<file path="src/design/mmfr_pkg.sv">
`timescale 1ns / 1ps

package mmfr_pkg;

    localparam int RING_DEPTH  = 4096;
    localparam int PTR_W       = $clog2(RING_DEPTH);
    localparam int QUEUE_DEPTH = 4;
    localparam int QIDX_W      = $clog2(QUEUE_DEPTH);
    localparam int PLAN_LEN    = 6;
    localparam int PIDX_W      = $clog2(PLAN_LEN + 1);

    typedef logic [PTR_W-1:0] ptr_t;

    // request codes
    localparam logic [1:0] REQ_SHORT = 2'd0;
    localparam logic [1:0] REQ_SYSEX = 2'd1;
    localparam logic [1:0] REQ_READ  = 2'd2;

    // status bytes and status nibbles
    localparam logic [7:0] ST_MIN       = 8'h80;
    localparam logic [7:0] ST_RT_MIN    = 8'hF8;
    localparam logic [7:0] ST_SYSEX     = 8'hF0;
    localparam logic [7:0] ST_EOX       = 8'hF7;
    localparam logic [7:0] ST_TIME_CODE = 8'hF1;
    localparam logic [7:0] ST_SONG_POS  = 8'hF2;
    localparam logic [7:0] ST_SONG_SEL  = 8'hF3;
    localparam logic [7:0] ST_ONE_MIN   = 8'hF4;
    localparam logic [7:0] ST_UNDEF_F5  = 8'hF5;
    localparam logic [3:0] KIND_PROG    = 4'hC;
    localparam logic [3:0] KIND_PRESS   = 4'hD;

    typedef enum logic [1:0] {
        OP_PUSH   = 2'd0,
        OP_COMMIT = 2'd1,
        OP_READ   = 2'd2,
        OP_DONE   = 2'd3
    } op_kind_t;

    typedef struct packed {
        op_kind_t   kind;
        logic [7:0] data;
    } op_t;

    typedef struct packed {
        logic [1:0]  req_type;
        logic [23:0] short_word;
        logic [7:0]  sysex_byte;
        logic        chunk_last;
    } cmd_t;

    typedef struct packed {
        logic        read_valid;
        logic [7:0]  read_byte;
        logic        message_dropped;
        logic [31:0] bytes_pushed;
    } result_t;

    function automatic ptr_t ptr_next(input ptr_t p);
        ptr_t r;
        if (p == PTR_W'(RING_DEPTH - 1))
            r = '0;
        else
            r = p + ptr_t'(1);
        return r;
    endfunction

endpackage

</file>
<file path="src/design/mmfr_opq.sv">
`timescale 1ns / 1ps

module mmfr_opq import mmfr_pkg::*; (
    input  logic clk,
    input  logic rst_n,
    input  logic push,
    input  op_t  din,
    input  logic pop,
    output op_t  dout,
    output logic empty,
    output logic full
);

    op_t               slot_reg [QUEUE_DEPTH];
    logic [QIDX_W-1:0] wr_reg;
    logic [QIDX_W-1:0] rd_reg;
    logic [QIDX_W:0]   cnt_reg;

    assign empty = (cnt_reg == '0);
    assign full  = (cnt_reg == (QIDX_W+1)'(QUEUE_DEPTH));
    assign dout  = slot_reg[rd_reg];

    always_ff @(posedge clk or negedge rst_n)
    begin
        if (!rst_n)
        begin
            wr_reg  <= '0;
            rd_reg  <= '0;
            cnt_reg <= '0;
        end
        else
        begin
            if (push)
                wr_reg <= wr_reg + QIDX_W'(1);
            if (pop)
                rd_reg <= rd_reg + QIDX_W'(1);
            if (push && !pop)
                cnt_reg <= cnt_reg + (QIDX_W+1)'(1);
            else if (pop && !push)
                cnt_reg <= cnt_reg - (QIDX_W+1)'(1);
        end
    end

    always_ff @(posedge clk)
    begin
        if (push)
            slot_reg[wr_reg] <= din;
    end

endmodule

</file>
<file path="config.mk">
export PLATFORM = sky130hd
export DESIGN_NAME = mmfr_opq
export DESIGN_NICKNAME = d
export VERILOG_FILES = /design/src/design/mmfr_pkg.sv /design/src/design/mmfr_opq.sv
export SDC_FILE = /design/constraint.sdc
export NUM_CORES = 1
export LEC_CHECK = 0
export BUFFER_PORTS_ARGS = -buffer_cell sky130_fd_sc_hd__buf_4
export CORE_ASPECT_RATIO = 0.9
export CORE_UTILIZATION = 59
export CTS_BUF_LIST = sky130_fd_sc_hd__clkbuf_16
export DETAILED_ROUTE_END_ITERATION = 10
export PLACE_DENSITY = 0.82
export SETUP_SLACK_MARGIN = 0.4
export SLEW_MARGIN = 20
export SYNTH_ARGS = -nofsm -noshare
export SYNTH_HDL_FRONTEND = slang
export SYNTH_SLANG_ARGS = --single-unit
export TNS_END_PERCENT = 100
</file>
<file path="constraint.sdc">
create_clock -name clk -period 3.94 [get_ports clk]
set_clock_uncertainty 0.1 [all_clocks]
set_input_delay 0.985 -clock clk [delete_from_list [all_inputs] [get_ports clk]]
set_output_delay 0.985 -clock clk [all_outputs]
set_load 0.02 [all_outputs]
</file>
# Word-level counts from Yosys, hierarchy flattened
# Memories as Yosys holds them, arrays and structs flattened.
# Index checks and enable logic that the tools add are counted.
# classes
n_addsub	4
mul	0
div_mod_pow	0
order_cmp	0
eq_ne	1
shift	0
n_mux	4
n_bitwise	0
reduce_logical	6
# op_table
cell	n
$mux 3	2
$add 2x1->2 const B	2
$add 3x1->3 const B	1
$eq 3x3->1 const B	1
$logic_not 3->1	1
$sub 3x1->3 const B	1
$logic_and 1x1->1	2
$logic_not 1->1	2
$mux 1	2
$reduce_bool 2->1	1
# totals
ff_bits	7
latchBits	0
mem_bits_rw	40
rom_bits	0
out_inout_bits	12
wordCells	19
memories	1
# mem_list
memory	words	word_bits	read_ports	rd_ports_with_merged_regs	wr	line	rtl
slot_reg	4	10	1	0	1	mmfr_opq.sv:14	op_t slot_reg [QUEUE_DEPTH];

# Depth between registers and ports, before layout
# logic_depth
ltp_word	4
mapped_depth	7

# Least setup slack after synthesis
# No wires, ideal clock.
# synth_path
path_type	reg-to-output
from	register rd_reg[0]
to	output dout[0] in the netlist's numbering
arrival_ns	1.127
required_time_ns	2.855
setup_slack_ns	1.728
path_stages_with_launch	3
path_buffers	1
path_cell_list	dfrtp_1 -> buf_6 -> mux4_2
# synth_rtl
element	line	rtl
start, declared	mmfr_opq.sv:16	logic [QIDX_W-1:0] rd_reg;
start signal, assigned	mmfr_opq.sv:36	rd_reg <= rd_reg + QIDX_W'(1);
end, declared	mmfr_opq.sv:9	output op_t dout,

==> results.md <==
* Vias/cell at 5.47
* Congestion Overflow GR at 0
* Gr usage total at 0.204
* Detail Route Antenna Nets at 0
* Sink Count at 47
* Cts repair resizes at 0
* Largest net degree at the start of global routing at 15
* Via count at roughly 860
* FMAX at 340 MHz
* CP Class: flip-flop to output port
* Share of cells above drive strength 1 at 0.359
* Chip width at 60.9 um
* CP arrival at ~1900 ps
* Hold crit path type: input port to asynchronous set/reset pin
* Core Rows at 18
* Max-cap violation count at 0
* 1st-pass router iterations at 4
* Largest register FFs at 40
* RSZ-0062 raised after global routing: false
* FFs w/ async S/R, synth at 0.149
* Area leader, netlist: edfxtp_1
* Gate Count Post-Synth at 86
* First-pass GRT wire length at roughly 4.3 mm
* Max rail drop VDD at 567 uV
* Period utilisation layout at 0.747
* Leakage at between 0.8 and 0.9 nW
* Syn avg cell area at approximately 21 um2
* Fin area at approximately 2200 um2
* Fin nets at roughly 140
* Commonest non-fill, non-tap cell in the layout: edfxtp_1
* Die area at ~3300 um2
* Main synth FF type: edfxtp_1
* Final-report max-slew violation count at 0
* Synth Warn # at 0
* Hold_ws at approximately 400 ps
* Placer Congestion at about 0.63
* DR DRC count at 0
* WP data required at around 2900 ps
* Post-synth cell types at 18
* Clock Latency Late Sink at between 200 and 300 ps
* EDFF count, synth at 40
* Ant. Diodes at 0
* Max clock buf depth at 2
* Die span in y at about 55 um
* Syn_nets at between 100 and 150
* Flops & latches, synth at 47
* Worst slew pin tran at a little under 700 ps
* CP endpoint kind: output port
* Buffers on Ports at 25
* Starting Density at 0.643
* Total CTS buffers at 5
* Filler cells at 170
* Routed WL at about 2.8 mm
* Top-Level Pins at 26
* Max-slew headroom at 0.548
* H-tree levels at 2
* Initial DRC count at 19
* Vias in the first global route at just over 900
* Final setup violation count at 0
* TritonCTS clock tree: built
* CTS clk-pin slew, worst paths at approximately 60 ps
* Setup_tns at 0 ps
* WL/cell at 17.7 um
* Mapped Area at 1840 um2
* Root Buffer: clkbuf_16
* Area growth, synth to finish at 19.6%
* Crit start category: flip-flop
* Hold_buf cts at 0
* Most frequent cells in the layout: edfxtp_1, buf_4, mux4_2
* Area contributors post-synth: edfxtp_1, mux4_2, dfrtp_1
* Status: finished clean
* Final min period at between 2000 and 3000 ps
* Post-layout util at 0.770
* Power Density at 750 nW/um2
* Critical path peak fanout at 12
* Core Region at between 2000 and 3000 um2
* Top-area cell type share of the netlist area at 0.653
* Register area share after synthesis at 0.748
* Initial antenna violation count at 0
* Postcts setup bufs at 0
* Hpwl dp at about 1.8 mm
* Placed inst area at around 2100 um2
* Final Hold Fails at 0
==> kinds of logic after synthesis <==
group / share of synthesized area
compound gates: 0.00272
mux: 0.133
xor+xnor: 0.0286
flops: 0.748
fa+ha+maj: 0.0449
simple gates: 0.0265
buf+inv: 0.0170
==> worst paths after layout <==
path	startpoint	to	slack, ps	depth (start not counted)
max	rd_reg[0]	dout[6]	1000	2
min in group clk	cnt_reg[2]	cnt_reg[2]	400	1
min reg2reg	cnt_reg[2]	cnt_reg[2]	400	1
min	rst_n	cnt_reg[2]	400	1
max in group asynchronous	rst_n	rd_reg[1]	3220	1
max reg2reg	wr_reg[0]	slot_reg[2][3]	2350	3
==> final cells by class <==
class | count | area (um2) | area share
Timing Repair Buffer | 25 | 188 | 0.0852
Clock buffer | 5 | 125 | 0.0568
Multi-Input combinational cell | 33 | 433 | 0.197
Clock inverter | 3 | 15.0 | 0.00682
Sequential cell | 47 | 1380 | 0.625
Inverter | 4 | 15.0 | 0.00682
Tap cell | 40 | 50.0 | 0.0227
==> per-stage QoR <==
stage                     setup slack (ps)  power, W  instances
after floorplan                       1730   0.00109         86
after global placement                1270   0.00125        149
after detailed placement              1260   0.00128        149
after CTS                              948   0.00167        157
after global routing                   876   0.00174        157
final                                  995   0.00165        157
==> Yosys cell counts (2+ instances only) <==
library cell / count
nand2_1: 2
inv_1: 4
dfrtp_1: 7
and2_1: 4
xor2_1: 4
edfxtp_1: 40
ha_1: 5
mux4_2: 8
mux4_1: 2
xnor2_1: 2
==> where the power goes <==
part	internal, W	switching [W]	leakage [nW]
clock	0.000231	0.000160	0.0733
sequential	0.000664	0.000100	0.450
combinational	0.000256	0.000240	0.304
total	0.00115	0.000500	0.827
==> per-layer routing <==
layer	vias to the layer above	track usage	share of wire
met5	-	0	0
met4	0	0.0947	0.014
met2	25	0.364	0.57
met1	436	0.215	0.38
met3	4	0.0767	0.034
li1	394	-	-
==> critical path: stages, from the launching register on <==
cell	delay, ps
dfrtp_1	780
mux4_1	630
buf_4	170
Power figures use the tool's default switching activity.
