### config.mk
export PLATFORM = sky130hd
export DESIGN_NAME = mmfr_front
export DESIGN_NICKNAME = d
export VERILOG_FILES = /design/src/design/mmfr_pkg.sv /design/src/design/mmfr_front.sv
export SDC_FILE = /design/constraint.sdc
export NUM_CORES = 1
export LEC_CHECK = 0
export BUFFER_PORTS_ARGS = -buffer_cell sky130_fd_sc_hd__buf_2
export CAP_MARGIN = 20
export CORE_MARGIN = 10
export CORE_UTILIZATION = 35
export CTS_BUF_LIST = sky130_fd_sc_hd__clkbuf_4 sky130_fd_sc_hd__clkbuf_8
export CTS_CLUSTER_SIZE = 28
export DETAILED_ROUTE_END_ITERATION = 10
export GPL_TIMING_DRIVEN = 1
export PLACE_DENSITY = 0.6
export SLEW_MARGIN = 20
export SYNTH_ARGS = -nofsm -noshare
export SYNTH_HDL_FRONTEND = slang
export SYNTH_SLANG_ARGS = --single-unit
### constraint.sdc
create_clock -name clk -period 2.15 [get_ports clk]
set_input_delay 0.1075 -clock clk [delete_from_list [all_inputs] [get_ports clk]]
set_output_delay 0.1075 -clock clk [all_outputs]
set_load 0.05 [all_outputs]
### src/design/mmfr_pkg.sv
`timescale 1ns / 1ps

package mmfr_pkg;

    localparam int RING_DEPTH  = 4096;
    localparam int PTR_W       = $clog2(RING_DEPTH);
    localparam int QUEUE_DEPTH = 4;
    localparam int QIDX_W      = $clog2(QUEUE_DEPTH);
    localparam int PLAN_LEN    = 6;
    localparam int PIDX_W      = $clog2(PLAN_LEN + 1);

    typedef logic [PTR_W-1:0] ptr_t;

    // request codes
    localparam logic [1:0] REQ_SHORT = 2'd0;
    localparam logic [1:0] REQ_SYSEX = 2'd1;
    localparam logic [1:0] REQ_READ  = 2'd2;

    // status bytes and status nibbles
    localparam logic [7:0] ST_MIN       = 8'h80;
    localparam logic [7:0] ST_RT_MIN    = 8'hF8;
    localparam logic [7:0] ST_SYSEX     = 8'hF0;
    localparam logic [7:0] ST_EOX       = 8'hF7;
    localparam logic [7:0] ST_TIME_CODE = 8'hF1;
    localparam logic [7:0] ST_SONG_POS  = 8'hF2;
    localparam logic [7:0] ST_SONG_SEL  = 8'hF3;
    localparam logic [7:0] ST_ONE_MIN   = 8'hF4;
    localparam logic [7:0] ST_UNDEF_F5  = 8'hF5;
    localparam logic [3:0] KIND_PROG    = 4'hC;
    localparam logic [3:0] KIND_PRESS   = 4'hD;

    typedef enum logic [1:0] {
        OP_PUSH   = 2'd0,
        OP_COMMIT = 2'd1,
        OP_READ   = 2'd2,
        OP_DONE   = 2'd3
    } op_kind_t;

    typedef struct packed {
        op_kind_t   kind;
        logic [7:0] data;
    } op_t;

    typedef struct packed {
        logic [1:0]  req_type;
        logic [23:0] short_word;
        logic [7:0]  sysex_byte;
        logic        chunk_last;
    } cmd_t;

    typedef struct packed {
        logic        read_valid;
        logic [7:0]  read_byte;
        logic        message_dropped;
        logic [31:0] bytes_pushed;
    } result_t;

    function automatic ptr_t ptr_next(input ptr_t p);
        ptr_t r;
        if (p == PTR_W'(RING_DEPTH - 1))
            r = '0;
        else
            r = p + ptr_t'(1);
        return r;
    endfunction

endpackage

### src/design/mmfr_front.sv
`timescale 1ns / 1ps

module mmfr_front import mmfr_pkg::*; (
    input  logic clk,
    input  logic rst_n,
    input  logic start,
    input  cmd_t cmd,
    output logic busy,
    input  logic item_done,
    input  logic q_full,
    output logic q_push,
    output op_t  q_op
);

    op_t               plan_reg [PLAN_LEN];
    logic [PIDX_W-1:0] cnt_reg;
    logic [PIDX_W-1:0] idx_reg;
    logic              busy_reg;
    logic              open_reg;

    op_t               plan [PLAN_LEN];
    logic [PIDX_W-1:0] n;
    logic              open_next;
    logic [7:0]        status;
    logic [1:0]        len;
    logic              accept;

    assign accept = start && !busy_reg;
    assign busy   = busy_reg;
    assign status = cmd.short_word[7:0];

    always_comb
    begin
        len = 2'd3;
        if (status[7:4] == KIND_PROG || status[7:4] == KIND_PRESS)
            len = 2'd2;
        if (status == ST_TIME_CODE || status == ST_SONG_SEL || status == ST_UNDEF_F5)
            len = 2'd2;
        else if (status == ST_SONG_POS)
            len = 2'd3;
        else if (status >= ST_ONE_MIN && status < ST_RT_MIN)
            len = 2'd1;
    end

    // build the op list for one request; DONE always closes it
    always_comb
    begin
        for (int i = 0; i < PLAN_LEN; i++)
        begin
            plan[i] = '{kind: OP_DONE, data: 8'h00};
        end
        n         = '0;
        open_next = open_reg;
        unique case (cmd.req_type)
            REQ_SHORT:
            begin
                if (status >= ST_RT_MIN)
                begin
                    plan[n] = '{kind: OP_PUSH, data: status};
                    n = n + PIDX_W'(1);
                    if (!open_reg)
                    begin
                        plan[n] = '{kind: OP_COMMIT, data: 8'h00};
                        n = n + PIDX_W'(1);
                    end
                end
                else if (status >= ST_MIN)
                begin
                    if (open_reg)
                    begin
                        plan[n] = '{kind: OP_COMMIT, data: 8'h00};
                        n = n + PIDX_W'(1);
                    end
                    open_next = 1'b0;
                    plan[n] = '{kind: OP_PUSH, data: status};
                    n = n + PIDX_W'(1);
                    if (len > 2'd1)
                    begin
                        plan[n] = '{kind: OP_PUSH, data: cmd.short_word[15:8]};
                        n = n + PIDX_W'(1);
                    end
                    if (len > 2'd2)
                    begin
                        plan[n] = '{kind: OP_PUSH, data: cmd.short_word[23:16]};
                        n = n + PIDX_W'(1);
                    end
                    plan[n] = '{kind: OP_COMMIT, data: 8'h00};
                    n = n + PIDX_W'(1);
                end
            end
            REQ_SYSEX:
            begin
                if (cmd.sysex_byte == ST_SYSEX)
                begin
                    if (open_reg)
                    begin
                        plan[n] = '{kind: OP_COMMIT, data: 8'h00};
                        n = n + PIDX_W'(1);
                    end
                    open_next = 1'b1;
                end
                if (open_next)
                begin
                    plan[n] = '{kind: OP_PUSH, data: cmd.sysex_byte};
                    n = n + PIDX_W'(1);
                    if (cmd.sysex_byte == ST_EOX)
                    begin
                        plan[n] = '{kind: OP_COMMIT, data: 8'h00};
                        n = n + PIDX_W'(1);
                        open_next = 1'b0;
                    end
                end
            end
            REQ_READ:
            begin
                plan[n] = '{kind: OP_READ, data: 8'h00};
                n = n + PIDX_W'(1);
            end
            default:
            begin
            end
        endcase
    end

    assign q_push = busy_reg && (idx_reg != cnt_reg) && !q_full;
    assign q_op   = plan_reg[idx_reg];

    always_ff @(posedge clk or negedge rst_n)
    begin
        if (!rst_n)
        begin
            busy_reg <= 1'b0;
            open_reg <= 1'b0;
            cnt_reg  <= '0;
            idx_reg  <= '0;
        end
        else
        begin
            if (accept)
            begin
                busy_reg <= 1'b1;
                open_reg <= open_next;
                cnt_reg  <= n + PIDX_W'(1);
                idx_reg  <= '0;
            end
            else
            begin
                if (item_done)
                    busy_reg <= 1'b0;
                if (q_push)
                    idx_reg <= idx_reg + PIDX_W'(1);
            end
        end
    end

    always_ff @(posedge clk)
    begin
        if (accept)
        begin
            for (int i = 0; i < PLAN_LEN; i++)
            begin
                plan_reg[i] <= plan[i];
            end
        end
    end

endmodule

# Yosys cells after proc, flatten, opt, wreduce, memory -nomap -nowiden
# Memories as Yosys holds them, arrays and structs flattened.
# Cells that the tools add are included.
[word_totals]
memories = 1
inputBits = 40
out_inout_bits = 12
ff_bits = 8
latchBits = 0
ram_bits = 60
mem_bits_ro = 0
[classes]
n_reduce_logical = 20
shifts = 0
div_mod_pow = 0
n_lt_le_gt_ge = 18
eq_ne = 13
muxes = 75
multipliers = 0
add_sub_neg = 8
bitwise_logic = 12
[mem_list]
columns = ["memory", "depth", "word_bits", "read_ports", "rd_ports_with_merged_regs", "wr", "line", "source"]
rows = [
  ["plan_reg", 6, 10, 1, 0, 6, "mmfr_front.sv:15", "op_t plan_reg [PLAN_LEN];"],
]
[op_table]
columns = ["operator", "count"]
rows = [
  ["60-bit two-way mux", 11],
  ["60-bit bitwise mux", 4],
  ["10-bit demux with 3-bit select", 6],
  ["10-bit two-way mux", 13],
  ["54-bit AND", 2],
  ["54-bit NOT", 2],
  ["50-bit case mux with 2 select lines", 1],
  ["3-bit two-way mux", 18],
  ["8-bit equality test (second input constant)", 6],
  ["40-bit two-way mux", 1],
  ["10-bit case mux with 3 select lines", 1],
  ["3-bit by 1-bit adder with 3-bit output (second input constant)", 8],
  ["4-bit >= comparator (second input constant)", 6],
  ["8-bit >= comparator (second input constant)", 3],
  ["4-bit by 1-bit < comparator with 1-bit output (second input constant)", 6],
  ["3-bit NOT with 4-bit output", 6],
  ["20-bit two-way mux", 1],
  ["1-bit two-way mux", 13],
  ["6-bit bitwise OR", 2],
  ["1-bit logical AND", 10],
  ["3-bit case mux with 3 select lines", 1],
  ["4-bit equality test (second input constant)", 2],
  ["8-bit < comparator (second input constant)", 1],
  ["2-bit two-way mux", 4],
  ["other kinds (12)", 18],
]

# Logic depth before layout (Yosys ltp)
[depth]
depth_word = 26
depth_mapped = 12
depth_no_buf = 12

# Worst setup path after synthesis
# OpenSTA, ideal clock, no wires.
[synth_timing]
path_type = "input to register"
start = "in cmd[16] in the netlist's numbering"
end = "mem plan_reg[0][8] in the netlist's numbering, data pin"
setup_time_ns = 0.255
setup_slack_ns = -0.129
path_stages = 9
n_path_buf = 1
t_arrival_ns = 2.024
cell_sequence = "buf_4 -> nand4_4 -> nor4b_4 -> inv_1 -> fa_1 -> nand4_1 -> nor2_1 -> or3_1 -> a31o_1"
[synth_lines]
columns = ["item", "line", "source"]
rows = [
  ["start, declared", "mmfr_front.sv:7", "input cmd_t cmd,"],
  ["end, declared", "mmfr_front.sv:15", ""],
]

==> metrics.md <==
| Metric | Value |
|---|---|
| Global route total overflow | `0` |
| Gr usage total | `a little over an eighth` |
| Register share of total power | `a little over two fifths` |
| Most frequent cells in the layout | `buf_2, edfxtp_1, buf_4` |
| Num rows | `34` |
| Post-Route WL | `8812 um` |
| Async S/R FF share, synth | `roughly 16%` |
| Port buffer count | `50` |
| PD cells | `about 700 nW/um^2` |
| Ant. Diodes | `0` |
| Critical-path maximum fanout | `7` |
| Initial antenna violation count | `0` |
| Main synth FF type | `edfxtp_1` |
| Reg2reg path depth | `6` |
| Final min period | `between 2 and 2.5 ns` |
| Tot Pwr | `between 0.002 and 0.003 W` |
| DP Wirelength | `7009 um` |
| Deepest clock path buffer count | `2` |
| RSZ-0062 raised after global routing | `yes` |
| Slowest cell on crit path | `dfrtp_2` |
| Tightest Hold Check Type | `in2reg` |
| Synth Instances | `293` |
| Buf/Inv on CP | `1` |
| Number of buffers created by CTS | `5` |
| CTS sink cnt | `50` |
| Avg WL per Cell | `roughly 18 um` |
| FF-to-FF End | `plan_reg[0][8]` |
| Area Overhead vs Synth | `26.65%` |
| Most common cell after layout, fill and taps aside | `buf_2` |
| GP Congestion | `roughly 0.89` |
| Cell area after synthesis | `approximately 3200 sq um` |
| Starting DRT DRC Count | `170` |
| Critical path launch point type | `register` |
| Starting Density | `36.26%` |
| Internal Power | `around 0.0018 W` |
| Post-Syn Nets | `roughly 340` |
| Max FFs per register | `between 40 and 50` |
| Synthesis warning total | `0` |
| Post-synth cell types | `between 50 and 60` |
| Comb pwr share | `just under 40%` |
| Leakage | `between 1.5 and 2 nW` |
| Number of enable flip-flop cells after synthesis | `42` |
| Final Skew | `slightly below 0.009 ns` |
| H-tree levels | `2` |
| Core Area | `slightly below 9000 sq um` |
| Synthesized flop and latch total | `50` |
| Reg2reg start | `open_reg` |
| Critical Path Sink Type | `register` |
| Synth Area per Inst | `10.85 sq um` |
| CP cell instances | `buf_4 > ha_4 > and4_1 > nor3_2 > or3_1 > a31o_1` |
| Crit path depth | `6` |
| Die ar. | `roughly 13,000 sq um` |
| Max Slew Vio Count | `0` |
| First-pass GRT wire length | `13,960 um` |
| Die width | `around 120 um` |
| Clock-pin slew on the worst setup and hold paths | `around 0.090 ns` |
| Final net count | `between 400 and 500` |
| CP Capture Point | `plan_reg[0][8]` |
| Hold path start | `cmd[30]` |
| Flop2flop setup slack | `0.11 ns` |
| Die height | `115.3 um` |
| Via count | `approximately 2,600` |
| Placed cell count | `~480` |
| Post-Layout Cell Count | `between 400 and 500` |
| Critical path launch point | `open_reg` |
| Crit path largest cell delay | `roughly 0.45 ns` |
| Residual DRC | `0` |
| CTS tree | `done` |
| ANT nets after route | `0` |
| Share of the yosys chip area belonging to registers | `45.98%` |
| Crit path arrival time | `2.10 ns` |
| Worst-Skew Late Latency | `around 0.30 ns` |
| Max IR drop VDD | `around 0.00033 V` |
| Clock share of power | `approximately a fifth` |
| CP top delay family | `simple AND/OR/NAND/NOR gates` |
| Max_cap viols | `0` |
| Status | `complete, no violations` |
| Final setup vio count | `0` |
| CP Class | `reg2reg` |
| Sw frac | `approximately 37%` |
| Period utilization | `94.74%` |
| Req. time, crit path | `around 2.2 ns` |
| TritonRoute pass-1 iters | `4` |
| Layout cells sized above 1 | `roughly 36%` |
| Achievable frequency | `490.9 MHz` |
| Boundary Pins | `52` |
| Vias per cell | `around 5.3` |
| Final Hold Viols | `0` |
| CTS root buf | `clkbuf_8` |
| P_sw | `around 0.0011 W` |
| Vias in the first global route | `approximately 2,700` |
| Largest net degree at the start of global routing | `46` |
-- logic make-up (layout without fill, tap and decap cells) --
family	count (synthesis)	after routing	synth area share, %
buffers and inverters	27	118	3.779
xor gates and xnor gates	5	5	1.378
and+or+nand+nor	96	96	16.77
DFF	50	50	45.98
other	1	1	0.1180
muxes	20	20	10.32
adders and majority gates	11	11	4.567
AOI/OAI and AO/OA	83	83	17.09
-- layer usage --
layer / track usage, % / up-vias / wire length (um)
li1: - / 1292 / -
met1: 16.91 / 1235 / 3904
met2: 21.66 / 80 / 4296
met3: 2.500 / 14 / 451
met4: 4.538 / 0 / 160
met5: 0 / - / 0
-- power by group through the flow --
| stage | Clock [W] | Combinational (W) | Sequential [W] |
|---|---|---|---|
| global route | 0.000598 | 0.00120 | 0.00122 |
| CTS | 0.000565 | 0.00113 | 0.00121 |
| global placement | 0 | 0.00112 | 0.00123 |
| floorplan | 0 | 0.000830 | 0.00120 |
| detailed placement | 0 | 0.00112 | 0.00124 |
| finish | 0.000553 | 0.00112 | 0.00121 |
-- worst reg2reg max path, cell delays in order, from the launching register on --
cell	delay, ns
dfrtp_2	0.45
buf_4	0.18
ha_4	0.26
and4_1	0.25
nor3_2	0.07
or3_1	0.36
a31o_1	0.23
-- cell usage after synthesis (all sizes together) (4+ instances only) --
| master | count | share of area [%] |
|---|---|---|
| nand3 | 5 | 0.79 |
| mux2i | 8 | 2.5 |
| mux4 | 10 | 7.1 |
| nor3 | 7 | 1.6 |
| edfxtp | 42 | 40 |
| and2 | 8 | 1.6 |
| o21ai | 31 | 4.9 |
| a221oi | 8 | 2.2 |
| a22oi | 10 | 2.4 |
| buf | 7 | 1.4 |
| nor2 | 23 | 2.9 |
| ha | 10 | 3.9 |
| nand2 | 22 | 2.6 |
| dfrtp | 8 | 6.3 |
| xnor2 | 4 | 1.1 |
| nand4 | 4 | 1.3 |
| inv | 15 | 1.8 |
| a31oi | 5 | 0.98 |
| nor2b | 14 | 2.8 |
| a21oi | 13 | 2.0 |
| clkbuf | 5 | 0.59 |
-- final cells by class --
cell class              count  area [sq um]
multi-input cells         216          1644
fillers                   858          4738
flip-flops and latches     50          1464
well taps                 108         135.1
repair buffers             95         630.6
inverters                  15         60.06
clock inverters             2         15.01
clock buffers               6         76.32
-- worst min path at each step --
stage                                end  slack (ns)  cells after the start
final                     plan_reg[3][5]        0.13                      2
after global routing      plan_reg[1][4]        0.14                      3
after CTS                 plan_reg[3][5]        0.12                      2
after detailed placement      cnt_reg[0]       -0.04                      1
after global placement        cnt_reg[0]       -0.04                      1
after floorplan                     busy       -0.19                      0
-- per-stage QoR --
step	hold slack (ns)	util [%]	setup WS, ns	area (sq um)	setup TNS (ns)
2_1_floorplan	-0.1881	-	-0.08167	3211	-0.4644
3_3_place_gp	-0.03988	44.33	-0.1287	3885	-0.6042
3_5_place_dp	-0.03630	44.33	-0.1871	3885	-1.324
4_1_cts	0.1217	45.60	0.007587	3996	0
5_1_grt	0.1438	45.93	-0.009429	4025	-0.01413
6_report	0.1252	45.93	0.1131	4025	0
-- timing repair --
| action | 4_1_cts | 5_1_grt |
|---|---|---|
| buffers inserted | 0 | 0 |
| hold endpoints to repair | 9 | 0 |
| setup endpoints to repair | 0 | 18 |
| hold buffers | 2 | 0 |
| resized for setup | 0 | 9 |
(Power assumes the default switching activity.)
